===== config.mk =====
export PLATFORM = sky130hd
export DESIGN_NAME = segment_fit_allocator_unit
export DESIGN_NICKNAME = d
export VERILOG_FILES = /design/src/sv/sfa_pkg.sv /design/src/sv/segment_fit_allocator_unit.sv
export SDC_FILE = /design/constraint.sdc
export NUM_CORES = 2
export LEC_CHECK = 0
export BUFFER_PORTS_ARGS = -buffer_cell sky130_fd_sc_hd__clkbuf_2
export CAP_MARGIN = 20
export CORE_ASPECT_RATIO = 1.25
export CORE_MARGIN = 3
export CORE_UTILIZATION = 30
export DETAILED_ROUTE_END_ITERATION = 16
export REMOVE_ABC_BUFFERS = 1
export SYNTH_ARGS = -nofsm -noshare
export SYNTH_HDL_FRONTEND = slang
export SYNTH_SLANG_ARGS = --single-unit

===== constraint.sdc =====
create_clock -name clk -period 6.7 [get_ports clk]
set_clock_uncertainty 0.05 [all_clocks]
set_input_delay 0.335 -clock clk [delete_from_list [all_inputs] [get_ports clk]]
set_output_delay 0.335 -clock clk [all_outputs]
set_load 0.03 [all_outputs]

===== src/sv/sfa_pkg.sv =====
package sfa_pkg;

  // Result status codes.
  localparam logic [1:0] ST_OK      = 2'd0;
  localparam logic [1:0] ST_NOFIT   = 2'd1;
  localparam logic [1:0] ST_INVALID = 2'd2;
  localparam logic [1:0] ST_FULL    = 2'd3;

  // Fit policy codes.
  localparam logic [1:0] POL_FIRST = 2'd0;
  localparam logic [1:0] POL_BEST  = 2'd1;
  localparam logic [1:0] POL_WORST = 2'd2;
  localparam logic [1:0] POL_NEXT  = 2'd3;

  // One table entry as held in the segment memory.
  typedef struct packed {
    logic [15:0] start;
    logic [15:0] last;
    logic [16:0] len;
    logic [7:0]  owner;
  } seg_t;

endpackage


===== src/sv/segment_fit_allocator_unit.sv =====
// Segment fit allocator. The segment table lives in one synchronous memory with
// a single read port and a single write port. A request first scans the table,
// one entry a cycle, then, when a split is needed, moves the tail up one entry
// at a time, each through a read state and a write state, and writes the two
// halves. An invalid (zero size) request goes straight to the output state.
// After reset the table is loaded with one free segment covering all of memory;
// no clearing pass is needed.
module segment_fit_allocator_unit #(
  parameter int MAP_ENTRIES = 32,
  parameter int MEM_WORDS   = 65536
) (
  input  logic        clk,
  input  logic        rst_n,
  input  logic        cfg_we,
  input  logic [1:0]  cfg_fit_policy,
  input  logic        in_valid,
  output logic        in_ready,
  input  logic [16:0] in_request_size,
  input  logic [7:0]  in_owner_id,
  input  logic [15:0] in_next_fit_from,
  output logic        out_valid,
  input  logic        out_ready,
  output logic [1:0]  out_status,
  output logic [15:0] out_seg_start,
  output logic [15:0] out_seg_end,
  output logic [16:0] out_seg_size,
  output logic [7:0]  out_seg_owner
);

  localparam int IW = $clog2(MAP_ENTRIES);
  localparam int CW = $clog2(MAP_ENTRIES + 1);
  localparam logic [CW-1:0] FULL_CNT = CW'(MAP_ENTRIES);

  localparam logic [2:0] S_IDLE  = 3'd0;
  localparam logic [2:0] S_SCAN  = 3'd1;
  localparam logic [2:0] S_DEC   = 3'd2;
  localparam logic [2:0] S_SHRD  = 3'd3;
  localparam logic [2:0] S_SHWR  = 3'd4;
  localparam logic [2:0] S_SPLIT = 3'd5;
  localparam logic [2:0] S_OUT   = 3'd6;

  // Segment memory.
  sfa_pkg::seg_t mem [MAP_ENTRIES];
  sfa_pkg::seg_t rd_q;
  logic [IW-1:0] rd_addr;
  logic          rd_en;
  logic [IW-1:0] wr_addr;
  logic          wr_en;
  sfa_pkg::seg_t wr_data;

  always_ff @(posedge clk) begin
    if (wr_en) begin
      mem[wr_addr] <= wr_data;
    end
    if (rd_en) begin
      rd_q <= mem[rd_addr];
    end
  end

  logic [2:0]    state_r, state_nxt;
  logic [1:0]    pol_r;
  logic [CW-1:0] cnt_r, cnt_nxt;
  logic          init_r;
  logic [16:0]   req_r;
  logic [7:0]    own_r;
  logic [15:0]   from_r;
  logic [CW-1:0] idx_r, idx_nxt;     // next address to read
  logic [CW-1:0] cur_r, cur_nxt;     // address of the data in rd_q
  logic          rv_r, rv_nxt;       // rd_q holds a scanned entry
  logic          found_r, found_nxt;
  logic [IW-1:0] pick_r, pick_nxt;
  sfa_pkg::seg_t pseg_r, pseg_nxt;
  logic [1:0]    ost_r, ost_nxt;
  sfa_pkg::seg_t oseg_r, oseg_nxt;

  // Candidate test on the entry just read.
  logic fits, exact, better;
  always_comb begin
    fits = (rd_q.owner == 8'd0) && (rd_q.len >= req_r) &&
           !((pol_r == sfa_pkg::POL_NEXT) && (rd_q.start < from_r));
    exact = fits && (rd_q.len == req_r);
    better = !found_r ||
             ((pol_r == sfa_pkg::POL_BEST) && (rd_q.len < pseg_r.len)) ||
             ((pol_r == sfa_pkg::POL_WORST) && (rd_q.len > pseg_r.len));
  end

  always_comb begin
    state_nxt = state_r;
    cnt_nxt   = cnt_r;
    idx_nxt   = idx_r;
    cur_nxt   = cur_r;
    rv_nxt    = 1'b0;
    found_nxt = found_r;
    pick_nxt  = pick_r;
    pseg_nxt  = pseg_r;
    ost_nxt   = ost_r;
    oseg_nxt  = oseg_r;
    rd_en     = 1'b0;
    rd_addr   = idx_r[IW-1:0];
    wr_en     = 1'b0;
    wr_addr   = '0;
    wr_data   = '0;
    if (init_r) begin
      wr_en   = 1'b1;
      wr_data = '{start: 16'd0, last: 16'(MEM_WORDS - 1), len: 17'(MEM_WORDS),
                  owner: 8'd0};
    end
    unique case (state_r)
      S_IDLE: begin
        if (in_valid && !init_r) begin
          found_nxt = 1'b0;
          idx_nxt   = '0;
          if (in_request_size == 17'd0) begin
            ost_nxt   = sfa_pkg::ST_INVALID;
            oseg_nxt  = '0;
            state_nxt = S_OUT;
          end else begin
            state_nxt = S_SCAN;
          end
        end
      end
      S_SCAN: begin
        // Issue the next read while testing the previous one.
        if (rv_r && fits && exact) begin
          wr_en     = 1'b1;
          wr_addr   = cur_r[IW-1:0];
          wr_data   = rd_q;
          wr_data.owner = own_r;
          pick_nxt  = cur_r[IW-1:0];
          ost_nxt   = sfa_pkg::ST_OK;
          oseg_nxt  = wr_data;
          state_nxt = S_OUT;
        end else if (rv_r && fits && found_r == 1'b0 &&
                     (pol_r == sfa_pkg::POL_FIRST || pol_r == sfa_pkg::POL_NEXT)) begin
          found_nxt = 1'b1;
          pick_nxt  = cur_r[IW-1:0];
          pseg_nxt  = rd_q;
          state_nxt = S_DEC;
        end else begin
          if (rv_r && fits && better) begin
            found_nxt = 1'b1;
            pick_nxt  = cur_r[IW-1:0];
            pseg_nxt  = rd_q;
          end
          if (idx_r < cnt_r) begin
            rd_en   = 1'b1;
            rv_nxt  = 1'b1;
            cur_nxt = idx_r;
            idx_nxt = idx_r + 1'b1;
          end else begin
            state_nxt = S_DEC;
          end
        end
      end
      S_DEC: begin
        oseg_nxt = '0;
        if (!found_r) begin
          ost_nxt   = sfa_pkg::ST_NOFIT;
          state_nxt = S_OUT;
        end else if (cnt_r >= FULL_CNT) begin
          ost_nxt   = sfa_pkg::ST_FULL;
          state_nxt = S_OUT;
        end else begin
          idx_nxt   = cnt_r;
          state_nxt = S_SHRD;
        end
      end
      S_SHRD: begin
        // idx_r is the destination; move entry idx_r-1 up.
        if (idx_r > CW'(pick_r) + 1'b1) begin
          rd_en     = 1'b1;
          rd_addr   = IW'(idx_r - 1'b1);
          state_nxt = S_SHWR;
        end else begin
          state_nxt = S_SPLIT;
        end
      end
      S_SHWR: begin
        wr_en     = 1'b1;
        wr_addr   = idx_r[IW-1:0];
        wr_data   = rd_q;
        idx_nxt   = idx_r - 1'b1;
        state_nxt = S_SHRD;
      end
      S_SPLIT: begin
        // Free remainder now; allocated head written in the output state.
        wr_en     = 1'b1;
        wr_addr   = IW'(CW'(pick_r) + 1'b1);
        wr_data   = '{start: pseg_r.start + req_r[15:0], last: pseg_r.last,
                      len: pseg_r.len - req_r, owner: 8'd0};
        oseg_nxt  = '{start: pseg_r.start,
                      last: pseg_r.start + req_r[15:0] - 16'd1,
                      len: req_r, owner: own_r};
        ost_nxt   = sfa_pkg::ST_OK;
        cnt_nxt   = cnt_r + 1'b1;
        state_nxt = S_OUT;
      end
      S_OUT: begin
        if (ost_r == sfa_pkg::ST_OK && !init_r) begin
          wr_en   = 1'b1;
          wr_addr = pick_r;
          wr_data = oseg_r;
        end
        if (out_ready) begin
          state_nxt = S_IDLE;
        end
      end
      default: state_nxt = S_IDLE;
    endcase
  end

  always_ff @(posedge clk) begin
    if (!rst_n) begin
      state_r <= S_IDLE;
      pol_r   <= sfa_pkg::POL_FIRST;
      cnt_r   <= CW'(1);
      init_r  <= 1'b1;
      rv_r    <= 1'b0;
      found_r <= 1'b0;
      idx_r   <= '0;
    end else begin
      init_r  <= 1'b0;
      state_r <= state_nxt;
      cnt_r   <= cnt_nxt;
      rv_r    <= rv_nxt;
      found_r <= found_nxt;
      idx_r   <= idx_nxt;
      if (cfg_we) begin
        pol_r <= cfg_fit_policy;
      end
    end
  end

  // Payload registers.
  always_ff @(posedge clk) begin
    cur_r  <= cur_nxt;
    pick_r <= pick_nxt;
    pseg_r <= pseg_nxt;
    ost_r  <= ost_nxt;
    oseg_r <= oseg_nxt;
    if (state_r == S_IDLE && in_valid) begin
      req_r  <= in_request_size;
      own_r  <= in_owner_id;
      from_r <= in_next_fit_from;
    end
  end

  // For an exact fit the pick is the entry just rewritten.
  always_comb begin
    in_ready      = (state_r == S_IDLE) && !init_r;
    out_valid     = (state_r == S_OUT);
    out_status    = ost_r;
    out_seg_start = oseg_r.start;
    out_seg_end   = oseg_r.last;
    out_seg_size  = oseg_r.len;
    out_seg_owner = oseg_r.owner;
  end

  // The table never grows past its depth.
  a_cnt_bound: assert property (@(posedge clk) disable iff (!rst_n)
    cnt_r <= FULL_CNT) else $error("segment count overflow");
  // A split grows the table by exactly one.
  a_split_grow: assert property (@(posedge clk) disable iff (!rst_n)
    state_r == S_SPLIT |=> cnt_r == $past(cnt_r) + 1'b1)
    else $error("split did not grow table");
  // A non-OK result carries zero fields.
  a_zero_fields: assert property (@(posedge clk) disable iff (!rst_n)
    out_valid && out_status != sfa_pkg::ST_OK |-> oseg_r == '0)
    else $error("fields set on failed request");

endmodule

==> results by group <==
Status
  – Status: completed

STA
  – Tcrit/Tclk final: 0.783
  – Final Critical Period: about 5.2 ns
  – Unrepaired setup endpoints after global routing: no
  – Hold Violations, Final: 0
  – Slew margin rel.: 0.225
  – Worst slew pin tran: 1.16 ns
  – F_max: around 0.19 GHz
  – Final Max Slew Viols: 0
  – Final setup viols: 0

Synthesis
  – Most common cell in the netlist: edfxtp_1
  – Most instantiated cells after synthesis: 2040 x edfxtp_1, 1146 x nand2_1, 269 x nand3_1, 232 x clkbuf_1, 189 x mux2i_1
  – Number of synthesized flops with an enable pin: around 2000
  – Mean area per synthesized cell: approximately 14 µm²
  – Flops & latches, synth: slightly above 2000
  – Gate Count Post-Synth: 5876
  – Warnings, synthesis: 0
  – Synth top area cells: edfxtp_1 73%, nand2_1 5.1%, mux2i_1 2.2%
  – Post-synthesis sequential area ratio: 0.732
  – Most common flop cell mapped by yosys: edfxtp_1
  – Simple-Gate Fraction of Synth Area: 0.104
  – Synth Area in XOR/XNOR: 0.00489
  – Post-synth top area share: 0.727
  – Compound-cell area share of the yosys netlist: 0.0889
  – Area leader, netlist: edfxtp_1
  – Cell Area, Synth: roughly 84000 µm²
  – Largest family of logic cells by synthesized area: simple AND/OR/NAND/NOR gates
  – Mux contribution to synthesized area: 0.0311
  – Count of different cell masters after synthesis: 82
  – Post-synthesis adder-cell area fraction: 0.0153
  – Asr flop ratio synth: 0

Pwr
  – Tot Pwr: 34.8 mW
  – Leakage: around 32 nW
  – Pwr/cell area: about 360 nW/µm²
  – Max VDD drop: 242 µV

Global routing
  – Initial antenna violation count: 15
  – Vias in the first global route: approximately 53000
  – Met2 usage: 0.319
  – M3 GR Usage: 0.0333
  – GRT busiest layer: met2
  – Routing usage on met1: 0.233
  – GR Overflow Total: 0
  – Largest net degree at the start of global routing: 150
  – Total track usage: 0.193
  – First-pass GRT wire length: ~400000 µm

Clocking
  – Skew-Pair Late Insertion Delay: about 0.9 ns
  – CTS tree: done
  – Clk sinks: about 2100
  – Clk slew on worst S/H paths: 0.07 ns
  – Post-CTS Setup Bufs: 0
  – Clk buf depth: 4
  – CTS Buf Count: around 190
  – Htree depth: 4
  – Clock root cell: clkbuf_16

Drt
  – Routed wire length: between 200000 and 300000 µm
  – DRC Markers: 0
  – DR pass1 iterations: 7
  – Via/cell ratio: between 5 and 6
  – Vias post-DR: approximately 54000
  – WL/cell: about 29 µm
  – Iter 0 DRT Violations: roughly 7000
  – Antenna-violating nets left: 0

Setup path
  – Critical path class: flop to flop
  – Reg2Reg Depth: 15
  – Worst-path maximum fanout: between 100 and 150
  – FF-to-FF End: rd_q[52]
  – Critical Path RT: 7.20 ns
  – Worst setup EP type: flop
  – Crit path cell chain: ha_1 -> nand3_1 -> xor2_1 -> ha_1 -> and4_4 -> and3_1 -> a31oi_4 -> nand4_1 -> buf_12 -> and2_4 -> buf_12 -> nand2_1 -> a31oi_1 -> o2111ai_1 -> nor4_1
  – R2R Setup Slk: about 1.5 ns
  – Setup crit start kind: flop
  – Reg2reg start: pick_r[0]
  – Critical Path Max Stage Delay: between 0.6 and 0.7 ns
  – Arrival @ worst endpoint: around 5.7 ns
  – Delay-heaviest family, CP: simple AND/OR/NAND/NOR gates
  – Buf/Inv on CP: 2
  – Slowest CP cell: buf_12

Final layout
  – Final net count: between 6000 and 7000
  – Share of layout cells above drive strength 1: 0.128
  – P&R area growth vs syn: 15.6%
  – Multi-input gate area: 21200 µm²
  – FILL cells: roughly 27000
  – Reg area: 61700 µm²
  – Cell area after layout: 97400 µm²

Hold path
  – Min-delay src: in_next_fit_from[2]
  – Hold EP: from_r[2]
  – Hold Crit Depth: 2
  – Worst min path class: primary input to flop

Placed design
  – Area after DPL: 90600 µm²
  – GP Congestion: ~0.9
  – Port Buffers: 108
  – Dpl hpwl: between 150000 and 200000 µm

Floorplan
  – Die Ht: 599 µm
  – Initial Util: 0.303
  – Top Ports: ~110
  – DIE WIDTH: between 400 and 500 µm
  – # rows: between 200 and 250
  – Placeable Area: between 200000 and 300000 µm²
  – Die Area: 287000 µm²

Flow run
  – MaxCap Viol Count: 0
## power breakdown
group,internal [mW],total [mW],switching (mW)
Combinational,2.22,7.41,5.19
Clock,6.12,10.9,4.81
Sequential,15.7,16.4,0.719
Total,24.0,34.8,10.7
## worst max path at each step
stage,from,end,slack (ns),cells past startpoint
final,pick_r[0],rd_q[52],1.45,15
after detailed placement,rd_q[52],mem[24][24],1.38,12
after floorplan,state_r[2],rd_q[55],-13.00,8
after global routing,pick_r[0],rd_q[6],1.26,14
after global placement,rd_q[52],mem[24][24],1.27,12
after CTS,rd_q[52],mem[12][24],1.31,12
## kinds of logic after synthesis
logic type | count (synthesis)
adder cells (fa/ha/maj) | 102
XOR/XNOR | 47
buffers and inverters | 470
multiplexers | 254
AND/OR/NAND/NOR | 1901
AO/OA/AOI/OAI | 1042
flip-flops | 2060
## routing by layer
metal,routed length (µm),share of wire
met4,21900,0.077
met5,23,0.000080
met2,136000,0.48
met1,104000,0.36
met3,24000,0.084
## timing repair
action	CTS	global route
endpoints found under the setup margin	0	0
endpoints found under the hold margin	52	0
hold buffers	47	0
resized for setup	0	0
## cell type report
class                           instances  share of cell area
Multi-Input combinational cell       3346               0.217
Clock inverter                        124              0.0126
Tap cell                             3706              0.0476
Inverter                              100             0.00385
Clock buffer                          215              0.0500
Sequential cell                      2060               0.633
Timing Repair Buffer                  376              0.0359
Antenna cell                            5            0.000128
## placed cells by master, fill, tap and decap left out, types with 47 or more instances in the layout
| cell | n |
|---|---|
| edfxtp_1 | 2040 |
| nand2_1 | 1139 |
| nand3_1 | 269 |
| clkbuf_16 | 194 |
| mux2i_1 | 188 |
| buf_4 | 157 |
| a31oi_1 | 154 |
| a211oi_1 | 128 |
| a21oi_1 | 121 |
| and3_1 | 119 |
| nor2_1 | 109 |
| clkbuf_2 | 108 |
| a32oi_1 | 100 |
| ha_1 | 100 |
| inv_1 | 99 |
| a221oi_1 | 79 |
| o21ai_0 | 75 |
| a21o_1 | 72 |
| o22ai_1 | 67 |
| a222oi_1 | 53 |
| nand4_1 | 52 |
| mux2_2 | 49 |
| nor4b_2 | 48 |
| buf_12 | 48 |
| dlygate4sd3_1 | 47 |
## worst register-to-register path, cell delays in order (launching register included)
cell	delay (ns)
edfxtp_1	0.44
ha_1	0.26
nand3_1	0.12
xor2_1	0.17
ha_1	0.32
and4_4	0.26
and3_1	0.24
a31oi_4	0.10
nand4_1	0.27
buf_12	0.57
and2_4	0.33
buf_12	0.63
nand2_1	0.24
a31oi_1	0.26
o2111ai_1	0.14
nor4_1	0.58
## metrics by stage
step                      setup TNS, ns   util  setup WS (ns)  std cells  hold slack [ns]
after floorplan                -4571.72      -         -13.00       5506            0.357
after global placement                0  0.325           1.27       9522            0.448
after detailed placement              0  0.325           1.38       9528            0.453
after CTS                             0  0.349           1.31       9914           0.0695
after global routing                  0  0.350           1.26       9928           0.0983
final                                 0  0.350           1.45       9932            0.121
## sequential cells by signal, summed over array words and instances (netlist names), 8 cells and up
register	count
pseg_r	49
from_r	16
out_seg_size	17
req_r	17
out_seg_owner	8
out_seg_start	16
mem	1824
own_r	8
rd_q	57
out_seg_end	16
No activity file was read; power rests on OpenSTA's default activity.
